**config.mk**
```make
export PLATFORM = sky130hd
export DESIGN_NAME = scp_ovf
export DESIGN_NICKNAME = d
export VERILOG_FILES = /design/src/rtl/scp_pkg.sv /design/src/rtl/scp_ovf.sv
export SDC_FILE = /design/constraint.sdc
export NUM_CORES = 1
export LEC_CHECK = 0
export ABC_AREA = 1
export BUFFER_PORTS_ARGS = -buffer_cell sky130_fd_sc_hd__buf_2
export CORE_AREA = 8 8 169 171
export DETAILED_ROUTE_END_ITERATION = 7
export DIE_AREA = 0 0 177 179
export HOLD_SLACK_MARGIN = 0.03
export PLACE_DENSITY = 0.67
export SLEW_MARGIN = 20
export SYNTH_ARGS = -nofsm -noshare
export SYNTH_HDL_FRONTEND = slang
export SYNTH_SLANG_ARGS = --single-unit
```
**constraint.sdc**
```tcl
create_clock -name clk -period 2.7 [get_ports clk]
set_clock_uncertainty 0.15 [all_clocks]
set_input_delay 0.405 -clock clk [delete_from_list [all_inputs] [get_ports clk]]
set_output_delay 0.405 -clock clk [all_outputs]
set_load 0.01 [all_outputs]
```
**src/rtl/scp_pkg.sv**
```systemverilog
`default_nettype none
package scp_pkg;
    localparam int COORD_WIDTH = 32;
    localparam int FRAC_BITS = 16;
    localparam int DIFF_WIDTH = COORD_WIDTH + 1;
    localparam int PROD_WIDTH = 2 * DIFF_WIDTH;
    localparam int CROSS_WIDTH = PROD_WIDTH + 1;
    // magnitude of numerator after the fraction shift
    localparam int NUM_WIDTH = CROSS_WIDTH + FRAC_BITS;
    localparam int DEN_WIDTH = CROSS_WIDTH;
    // quotient bits that matter: 32 result bits plus one overflow bit
    localparam int QBITS = 33;
    // divisor aligned to the top quotient bit, shifted down one place per cell
    localparam int SHD_WIDTH = DEN_WIDTH + QBITS - 1;
    localparam int PARAM_WIDTH = 32;

    localparam logic [1:0] SIDE_ON = 2'd0;
    localparam logic [1:0] SIDE_LEFT = 2'd1;
    localparam logic [1:0] SIDE_RIGHT = 2'd2;

    // data moving along the divider chain
    typedef struct packed {
        logic                   vld;
        logic [NUM_WIDTH-1:0]   rem;
        logic [SHD_WIDTH-1:0]   den;
        logic [QBITS-1:0]       quo;
        logic                   ovf;
        logic                   neg;
        logic                   par;
        logic [1:0]             side;
    } div_t;
endpackage
`default_nettype wire

```
**src/rtl/scp_ovf.sv**
```systemverilog
`default_nettype none
// checks that the quotient stays below 2^QBITS before the division chain
module scp_ovf (
    input  wire logic      clk,
    input  wire logic      rst_n,
    input  wire logic      en,
    input  scp_pkg::div_t  din,
    output scp_pkg::div_t  dout
);
    localparam int SW = scp_pkg::SHD_WIDTH + 1;

    scp_pkg::div_t d_reg;
    logic          big;

    // den already carries QBITS-1 of the shift, so one more gives den << QBITS
    assign big = (SW'(din.rem) >= (SW'(din.den) << 1));

    always_ff @(posedge clk or negedge rst_n)
    begin
        if (!rst_n)
            d_reg <= '0;
        else if (en)
        begin
            d_reg     <= din;
            d_reg.ovf <= big;
        end
    end

    assign dout = d_reg;
endmodule
`default_nettype wire

```
==> results.py <==
metrics = {
    "run_status": {
        "status": "complete, no violations",
    },
    "setup_path": {
        "critical_path.slowest_cell": "dlygate4sd3_1",
        "critical-path-top-delay-family": "buffers and inverters",
        "required_ns": 2.96,
        "path_common_cell": "nand2_1",
        "crit_fanout": 2,
        "cp-start-kind": "input port",
        "cp_data_arrival_time_ns": 2.39,
        "cpPeakStageDelay_ns": 0.53,
        "worstSetupEndpointType": "register",
        "path_buf_inv": 4,
        "crit_chain": "dlygate4sd3_1, buf_2, inv_1, ha_1, a21oi_1, nand2_1, a21oi_1, nand2_1, nor2_1, nand2_1, nand2_1, nand3_1, nand2_1, inv_1",
        "critPathKind": "input port to register",
    },
    "detailed_routing": {
        "dr.pass1.iters": 5,
        "vias": 10558,
        "drc": 0,
        "routed_via_density": 4.705,
        "wirelength_um": 38010,
        "drt_iter0_markers": 625,
        "wire_per_inst_um": 16.94,
        "drtAntennaViolNets": 0,
    },
    "sta": {
        "fin_crit_sh": 0.7879,
        "worstMarginPinSlew_ns": 0.8238,
        "finalSetupViolCount": 0,
        "setup_tns_ns": 0,
        "rsz0062_at_grt": "no",
        "finalHoldViolCount": 0,
        "post-route-min-period_ns": 2.127,
        "slew_headroom": 0.4508,
        "fmax_mhz": 470.1,
        "slew_viol_final": 0,
        "fin_ws_ns": 0.5726,
    },
    "cts": {
        "cts_made_buffers": 25,
        "clock_path_buffers": 3,
        "clock-sinks": 221,
        "clk_pin_slew_ns": 0.06,
        "cts_tree": "done",
        "h-tree-depth": 1,
        "postCtsResizedCells": 0,
        "clk_latency_ns": 0.52,
        "cts_root_buffer": "clkbuf_16",
    },
    "floorplanning": {
        "initial_core_util": 0.4044,
        "chipHeight_um": 179,
        "die_w_um": 177,
        "fp.dieArea_um2": 31680,
        "core_area_um2": 25760,
        "rows": 59,
        "io_pins": 445,
    },
    "pwr": {
        "p_comb_frac": 0.199,
        "power_frac_seq": 0.431,
        "intPower_mw": 6.274,
        "p_clk_frac": 0.370,
        "p_sw_mw": 2.468,
        "p_leak_nw": 8.965,
        "p_per_area_nw_per_um2": 553.0,
        "swShare": 0.2823,
        "max-vdd-ir-drop_mv": 0.4583,
    },
    "synth": {
        "yosysWarnings": 0,
        "synth_seq_area_share": 0.5309,
        "yosys.area.top_type_share": 0.5309,
        "yosysTopAreaCell": "dfrtp_1",
        "yosys_register_bits": 221,
        "yosys.cell_types.count": 22,
        "syn_nets": 1562,
        "synth_area_um2": 10420,
        "synth.area.top_cells": "dfrtp_1 53%, nand2_1 21%, ha_1 9.8%, o21ai_0 4.6%, inv_1 4.3%",
        "syn_inst": 1256,
        "avgSynthCellArea_um2": 8.294,
    },
    "place": {
        "numPlacedInstances": 2001,
        "gp_congestion": 0.8517,
        "portBuffers": 443,
        "hpwl_um": 26830,
        "preCtsSetupSlack_ns": 0.6311,
    },
    "grt": {
        "grt_pass1_wl_um": 59280,
        "grt_pass1_vias": 11135,
        "grt_overflow": 0,
        "grt_max_degree": 112,
        "antenna_found_initial": 5,
        "grt_use_total": 0.2336,
    },
    "layout": {
        "layout-drive-gt1-share": 0.2703,
        "largest_register_ffs": 221,
        "area_growth_pct": 51.74,
        "nNetsFinal": 2196,
        "stdcell_count": 2244,
    },
    "hold_path": {
        "hold_path.class": "input port to register",
    },
    "job": {
        "cap_violations": 0,
    },
}
-- worst paths after layout --
kind / startpoint / to / slack [ns] / cells past startpoint
setup reg to reg: dout[4] / dout[4] / 1.70 / 3
max in group asynchronous: rst_n / dout[26] / 1.32 / 3
hold reg to reg: dout[8] / dout[8] / 0.31 / 2
setup / recovery: din[68] / dout[4] / 0.57 / 14
min in group asynchronous: rst_n / dout[1] / 0.35 / 2
hold / removal: din[94] / dout[94] / 0.04 / 3
-- timing repair --
action                    CTS  global route
buffers inserted            0             0
hold buffers              197             0
hold endpoints to repair  268             0
-- cells in the mapped netlist --
library cell / instances
nand2_1: 577
dfrtp_1: 221
inv_1: 119
o21ai_0: 95
ha_1: 82
clkbuf_1: 32
a21oi_1: 31
nor2_1: 30
nand3_1: 12
buf_1: 8
buf_2: 8
inv_2: 6
nor2_2: 6
o21ai_1: 6
nand2_2: 5
nand4_1: 4
o21bai_1: 4
a21o_1: 3
nor2_4: 3
nor3_1: 2
or2_0: 1
or2_2: 1
-- through the flow --
step / power, mW / hold WS (ns) / utilization / instance area [um^2]
after floorplan: 4.509 / -0.04059 / - / 10420
after global placement: 5.278 / 0.2889 / 0.5069 / 13060
after detailed placement: 5.322 / 0.2935 / 0.5069 / 13060
after CTS: 8.826 / 0.03045 / 0.6132 / 15800
after global routing: 9.193 / 0.03948 / 0.6136 / 15810
final: 8.741 / 0.03735 / 0.6136 / 15810
-- kinds of logic (layout without fill, tap and decap cells) --
| kind of cell | count (synthesis) | in the layout | share of synthesized area |
|---|---|---|---|
| fa+ha+maj | 82 | 82 | 0.09849 |
| compound gates | 139 | 139 | 0.06846 |
| flops | 221 | 221 | 0.5309 |
| buf+inv | 173 | 822 | 0.06330 |
| other cells | 0 | 4 | 0 |
| simple gates | 641 | 641 | 0.2389 |
-- power by group through the flow --
stage	combinational [mW]	sequential [mW]	clock, mW
after floorplan	0.552	3.96	0
after global placement	1.48	3.80	0
after detailed placement	1.51	3.81	0
after CTS	1.74	3.76	3.32
after global routing	1.95	3.80	3.45
final	1.74	3.77	3.23
-- routing by layer --
layer | part of all wire | up-vias | global-route usage | routed length, um
li1 | - | 5158 | - | -
met1 | 0.37 | 4851 | 0.2612 | 14220
met2 | 0.49 | 442 | 0.4078 | 18760
met3 | 0.089 | 105 | 0.06803 | 3379
met4 | 0.043 | 2 | 0.1033 | 1644
met5 | 0.00021 | - | 0 | 8
-- worst register-to-register path: cells and delay by family, from the launching register on --
kind | cells | cell delay (ns)
DFF | 1 | 0.37
buffers and inverters | 1 | 0.04
and+or+nand+nor | 2 | 0.34
-- layout make-up --
class / instances / area (um^2)
antenna: 4 / 10.01
clock buffer: 35 / 703.2
clock inverter: 7 / 63.81
fill: 2111 / 9956
inverter: 125 / 476.7
multi-input combinational: 862 / 4228
sequential: 221 / 5530
tap: 335 / 419.2
timing repair buffer: 655 / 4377
-- cells in the final DEF, fill, tap and decap left out, drive strengths merged, types with 4 or more instances in the layout --
cell type and n:
dlygate4sd3 197, o21bai 4, o21ai 101, nand2 582
clkbuf 35, nand3 12, inv 126, buf 458
clkinv 5, a21oi 31, nor2 39, diode 4
ha 82, nand4 4, dfrtp 221
Power figures use the tool's default switching activity.
