--- src/rtl/scp_pkg.sv ---
`default_nettype none
package scp_pkg;
    localparam int COORD_WIDTH = 32;
    localparam int FRAC_BITS = 16;
    localparam int DIFF_WIDTH = COORD_WIDTH + 1;
    localparam int PROD_WIDTH = 2 * DIFF_WIDTH;
    localparam int CROSS_WIDTH = PROD_WIDTH + 1;
    // magnitude of numerator after the fraction shift
    localparam int NUM_WIDTH = CROSS_WIDTH + FRAC_BITS;
    localparam int DEN_WIDTH = CROSS_WIDTH;
    // quotient bits that matter: 32 result bits plus one overflow bit
    localparam int QBITS = 33;
    // divisor aligned to the top quotient bit, shifted down one place per cell
    localparam int SHD_WIDTH = DEN_WIDTH + QBITS - 1;
    localparam int PARAM_WIDTH = 32;

    localparam logic [1:0] SIDE_ON = 2'd0;
    localparam logic [1:0] SIDE_LEFT = 2'd1;
    localparam logic [1:0] SIDE_RIGHT = 2'd2;

    // data moving along the divider chain
    typedef struct packed {
        logic                   vld;
        logic [NUM_WIDTH-1:0]   rem;
        logic [SHD_WIDTH-1:0]   den;
        logic [QBITS-1:0]       quo;
        logic                   ovf;
        logic                   neg;
        logic                   par;
        logic [1:0]             side;
    } div_t;
endpackage
`default_nettype wire

--- src/rtl/scp_cell.sv ---
`default_nettype none
// one restoring division step, quotient bits enter from the bottom
module scp_cell (
    input  wire logic          clk,
    input  wire logic          rst_n,
    input  wire logic          en,
    input  scp_pkg::div_t      din,
    output scp_pkg::div_t      dout
);
    localparam int NW = scp_pkg::NUM_WIDTH;
    localparam int SH = scp_pkg::SHD_WIDTH;
    localparam int QB = scp_pkg::QBITS;

    scp_pkg::div_t          d_reg, d_next;
    logic                   fits;

    always_comb
    begin
        // divisor arrives already aligned to this cell's quotient bit
        fits = (SH'(din.rem) >= din.den);
        d_next = din;
        d_next.den = din.den >> 1;
        d_next.quo = {din.quo[QB-2:0], fits};
        if (fits)
        begin
            d_next.rem = NW'(SH'(din.rem) - din.den);
        end
    end

    always_ff @(posedge clk or negedge rst_n)
    begin
        if (!rst_n)
            d_reg <= '0;
        else if (en)
            d_reg <= d_next;
    end

    assign dout = d_reg;
endmodule
`default_nettype wire

--- config.mk ---
export PLATFORM = sky130hd
export DESIGN_NAME = scp_cell
export DESIGN_NICKNAME = d
export VERILOG_FILES = /design/src/rtl/scp_pkg.sv /design/src/rtl/scp_cell.sv
export SDC_FILE = /design/constraint.sdc
export NUM_CORES = 1
export LEC_CHECK = 0
export BUFFER_PORTS_ARGS = -buffer_cell sky130_fd_sc_hd__buf_4
export CAP_MARGIN = 25
export CELL_PAD_IN_SITES_DETAIL_PLACEMENT = 1
export CELL_PAD_IN_SITES_GLOBAL_PLACEMENT = 1
export CORE_ASPECT_RATIO = 0.75
export CORE_MARGIN = 2
export CORE_UTILIZATION = 25
export DETAILED_ROUTE_END_ITERATION = 10
export PLACE_DENSITY_LB_ADDON = 0.1
export SLEW_MARGIN = 20
export SYNTH_ARGS = -nofsm -noshare
export SYNTH_HDL_FRONTEND = slang
export SYNTH_SLANG_ARGS = --single-unit
--- constraint.sdc ---
create_clock -name clk -period 0.95 [get_ports clk]
set_input_delay 0.0475 -clock clk [delete_from_list [all_inputs] [get_ports clk]]
set_output_delay 0.0475 -clock clk [all_outputs]
set_load 0.02 [all_outputs]
==> out/results.env <==
NUMCTSBUFFERS=28
HOLD_VIOL=1
FINALWORSTSETUPSLACK_PS=-1764
SYNTH_TOP_CELL_BY_AREA='sky130_fd_sc_hd__dfrtp_1'
MIN_PATH_TYPE='primary input to flip-flop'
MAX_SLEW.WORST_PIN.SLEW_PS=775.5
GLOBALROUTETOTALUTIL_PCT=22.39
SYN-CELL-AREA_UM2=14260
NETSWITCHINGFRACTION_PCT=32.49
DETAILEDROUTE.FIRSTITERATIONVIOLATIONS=628
RSZ0062_AT_GRT='yes'
SLOWEST_STAGE_CELL_CP='sky130_fd_sc_hd__or4_4'
POST_DRT_VIA_CELL_RATIO=4.630
NUMBER_OF_ANTENNA_VIOLATIONS_AT_THE_FIRST_CHECK_IN_GLOBAL_ROUTING=5
TRITONCTS_NUM_SINKS=220
NUM_VIAS=15860
FIRST_PASS_GRT_WIRE_LENGTH_UM=103500
DATA_ARRIVAL_TIME_OF_THE_CRITICAL_PATH_PS=3170
TIMING.CRITICAL_PATH.MODE_CELL='sky130_fd_sc_hd__buf_12'
POSTSYNTHNETCOUNT=1817
FINAL_DESIGN_UTILIZATION_PCT=49.32
FP.DIEAREA_UM2=59000
CP-END-KIND='flip-flop'
MAXSLEWVIOLCOUNT=0
WORSTPATHCELLLIST='buf_8 -> ha_4 -> nand3_4 -> o21bai_4 -> a211o_1 -> a41o_4 -> or4_4 -> a211oi_4 -> nor2_4 -> o41ai_4 -> buf_4 -> buf_12 -> buf_12 -> mux2i_4 -> a21oi_2'
PEAKVDDDROP_mV=1.182
SETUP.WORST_PATH.START_CLASS='primary input'
FINAL_NETS=2980
CRIT_FANOUT=8
SYNTHESIS.AREA_PER_INSTANCE_UM2=9.452
CTS-HTREE-LEVELS=1
FMAXACHIEVABLE_MHz=368.5
CLOCK_EDGE_TRANSITION_AT_THE_REGISTERS_ON_THE_REPORTED_SETUP_AND_HOLD_PATHS_PS=60
CTS_ROOT_BUFFER='sky130_fd_sc_hd__clkbuf_16'
POWER.CLOCK.FRACTION_PCT=31.8
WORST_EP_REQUIRED_TIME_PS=1410
CLK_PATH_BUF_DEPTH=3
TOP_LEVEL_PORTS=445
VIOLATIONS='negative hold slack, negative setup slack'
DETAIL_ROUTE.WIRELENGTH_UM=67750
GRT_PASS1_VIAS=17750
TRITONCTS='done'
SYNTH.TOP_CELLS.BY_AREA='sky130_fd_sc_hd__dfrtp_1, sky130_fd_sc_hd__mux2_2, sky130_fd_sc_hd__ha_1, sky130_fd_sc_hd__a21oi_1, sky130_fd_sc_hd__mux2i_1'
N_FILL_CELL=6228
INTPOWER_uW=24720
AREAGROWTHSYNTHTOFINISH_PCT=94.07
POST-ROUTE-PERIOD-UTIL_PCT=285.7
NUMBER_OF_ENABLE_FLIP_FLOP_CELLS_AFTER_SYNTHESIS=0
STATIC-LEAKAGE-POWER_uW=0.01304
SYNTH_CELL_TYPE_COUNT=63
POST-ROUTE-DRC-COUNT=0
SYNTH_MOST_COMMON_CELL='sky130_fd_sc_hd__dfrtp_1'
ENDPOINTS_FAILING_SETUP=322
YS.WARNINGS.COUNT=0
PATH_CLASS='primary input to flip-flop'
POSTSYNTH.TOPFLOPCELL='sky130_fd_sc_hd__dfrtp_1'
DETAIL_ROUTE.FIRST_PASS.ITERATIONS=4
YOSYSTOPAREACELLSHARE_PCT=38.60
POST-ROUTE-MIN-PERIOD_PS=2714
TIMING.SLEW.HEADROOM_PCT=48.13
FINALHOLDWORSTSLACK_PS=-0.2609
PORTBUFFERS=442
DESIGN.CORE.AREA_UM2=56120
DRTANTENNAVIOLNETS=0
TIMING.MAX_CAP.VIOLATIONS=0
DRIVE_ABOVE_1_SHARE_PCT=48.03
START_UTIL_PCT=25.42
POST_SYNTH_MOST_FREQUENT_CELLS='sky130_fd_sc_hd__dfrtp_1, sky130_fd_sc_hd__a21oi_1, sky130_fd_sc_hd__mux2_2'
SYN-INSTANCE-COUNT=1509
CLK-INSERTION-DELAY-LATE_PS=580
SEQ_AREA_FRAC_SYNTH_PCT=38.60
ROUTE.DETAILED.WL_PER_INST_UM=19.77
POST-DP-HPWL_UM=49990
DIE-HEIGHT_UM=210.9
GLOBALROUTEOVERFLOWTOTAL=0
COMB_POWER_SHARE_PCT=38.2
PLACEMENT_ROWS=75
GRT_MAX_DEGREE=55
GLOBALPLACE.CONGESTION=0.8197
YS_FF_LATCH=220
DIE_W_UM=279.8
POWER.SEQUENTIAL.FRACTION_PCT=30.0
FIN_WORST_SKEW_PS=0
WORST_PATH_LARGEST_CELL_DELAY_PS=450
STATUS='finished with violations'
TOTAL_SWITCHING_POWER_uW=11890
NUMBER_OF_FLIP_FLOPS_UNDER_THE_LARGEST_REGISTER_NAME=220
POWER_DENSITY_nW_PER_UM2=1323
POSTSYNTH.ASYNCRESETSHARE_PCT=100.0
-- critical path: cells and delay by family --
kind                     cells  cell delay [ps]
adder cells (fa/ha/maj)      1              300
multiplexers                 1              250
buffers and inverters        4              600
AO/OA/AOI/OAI                6             1360
AND/OR/NAND/NOR              3              600
-- through the flow --
step	TNS [ps]	power (uW)	setup WS, ps	area (um^2)	cells
final	-190060	36610	-1764	27680	3426
after CTS	-202040	36440	-1703	27080	3386
after global placement	-204230	22270	-2501	21690	3029
after detailed placement	-213620	22450	-2501	21690	3029
after global routing	-209600	38450	-1867	27680	3425
after floorplan	-157260	16260	-1935	14600	1509
-- routing by layer --
layer,vias up,part of all wire [%],global-route usage [%]
li1,7678,-,-
met1,7790,45,29.48
met2,324,48,38.32
met3,62,5.2,4.822
met4,8,1.6,3.467
met5,-,0.077,0
-- cell type report --
class,count,area (um^2),area share (%)
Inverter,106,430.4,1.555
Timing Repair Buffer,1208,10970,39.63
Clock buffer,40,795.8,2.875
Clock inverter,12,188.9,0.6826
Sequential cell,220,5505,19.89
Antenna cell,1,2.502,0.009041
Multi-Input combinational cell,1108,8874,32.06
Tap cell,731,914.6,3.304
-- timing repair --
action,4_1_cts,5_1_grt
pin swaps,62,32
cloned,6,1
hold buffers,225,5
endpoints found under the setup margin,304,339
buffers inserted,74,43
resized for setup,343,72
endpoints found under the hold margin,439,19
-- logic make-up after synthesis --
group	Yosys count	share of synthesized area [%]
and+or+nand+nor	338	10.81
buffers and inverters	181	5.527
xor gates and xnor gates	79	4.851
other	1	0.02629
AOI/OAI and AO/OA	395	16.76
muxes	211	16.01
DFF	220	38.60
adders and majority gates	84	7.422
-- power by group through the flow --
stage | sequential (uW) | combinational, uW | clock, uW
after global placement | 10900 | 11400 | 0
after CTS | 11000 | 13500 | 11900
after detailed placement | 11000 | 11500 | 0
final | 11000 | 14000 | 11600
after global routing | 11100 | 15100 | 12300
after floorplan | 12000 | 4250 | 0
-- path summary, 6_finish.rpt --
kind	endpoint	slack (ps)	startpoint	cells past startpoint
worst min-delay path	dout[204]	-0.3	en	4
worst max-delay path	dout[182]	-1760	din[141]	15
max in group asynchronous	dout[178]	-390	rst_n	4
min in group asynchronous	dout[137]	30	rst_n	3
worst max register to register	dout[208]	-140	dout[208]	3
worst min register to register	dout[190]	530	dout[190]	2
-- placed cells by master, fill, tap and decap left out, types with 9 or more instances in the layout --
cell type and instances:
sky130_fd_sc_hd__buf_4 708, sky130_fd_sc_hd__buf_8 9, sky130_fd_sc_hd__o21ai_0 45, sky130_fd_sc_hd__ha_1 59, sky130_fd_sc_hd__nor2_1 120, sky130_fd_sc_hd__buf_12 26
sky130_fd_sc_hd__ha_4 21, sky130_fd_sc_hd__dfrtp_1 220, sky130_fd_sc_hd__a21oi_2 24, sky130_fd_sc_hd__a21oi_1 154, sky130_fd_sc_hd__o21ai_1 17, sky130_fd_sc_hd__mux2i_1 58
sky130_fd_sc_hd__nand3_1 25, sky130_fd_sc_hd__buf_6 234, sky130_fd_sc_hd__mux2_2 134, sky130_fd_sc_hd__xor2_1 32, sky130_fd_sc_hd__a31oi_1 9, sky130_fd_sc_hd__o211ai_1 13
sky130_fd_sc_hd__dlygate4sd3_1 228, sky130_fd_sc_hd__o21bai_1 18, sky130_fd_sc_hd__and3_1 10, sky130_fd_sc_hd__clkbuf_16 29, sky130_fd_sc_hd__nand4_1 28, sky130_fd_sc_hd__a21o_1 45
sky130_fd_sc_hd__nand2_1 88, sky130_fd_sc_hd__inv_1 97, sky130_fd_sc_hd__xnor2_1 46, sky130_fd_sc_hd__nor3_1 15
(Power assumes the default switching activity.)
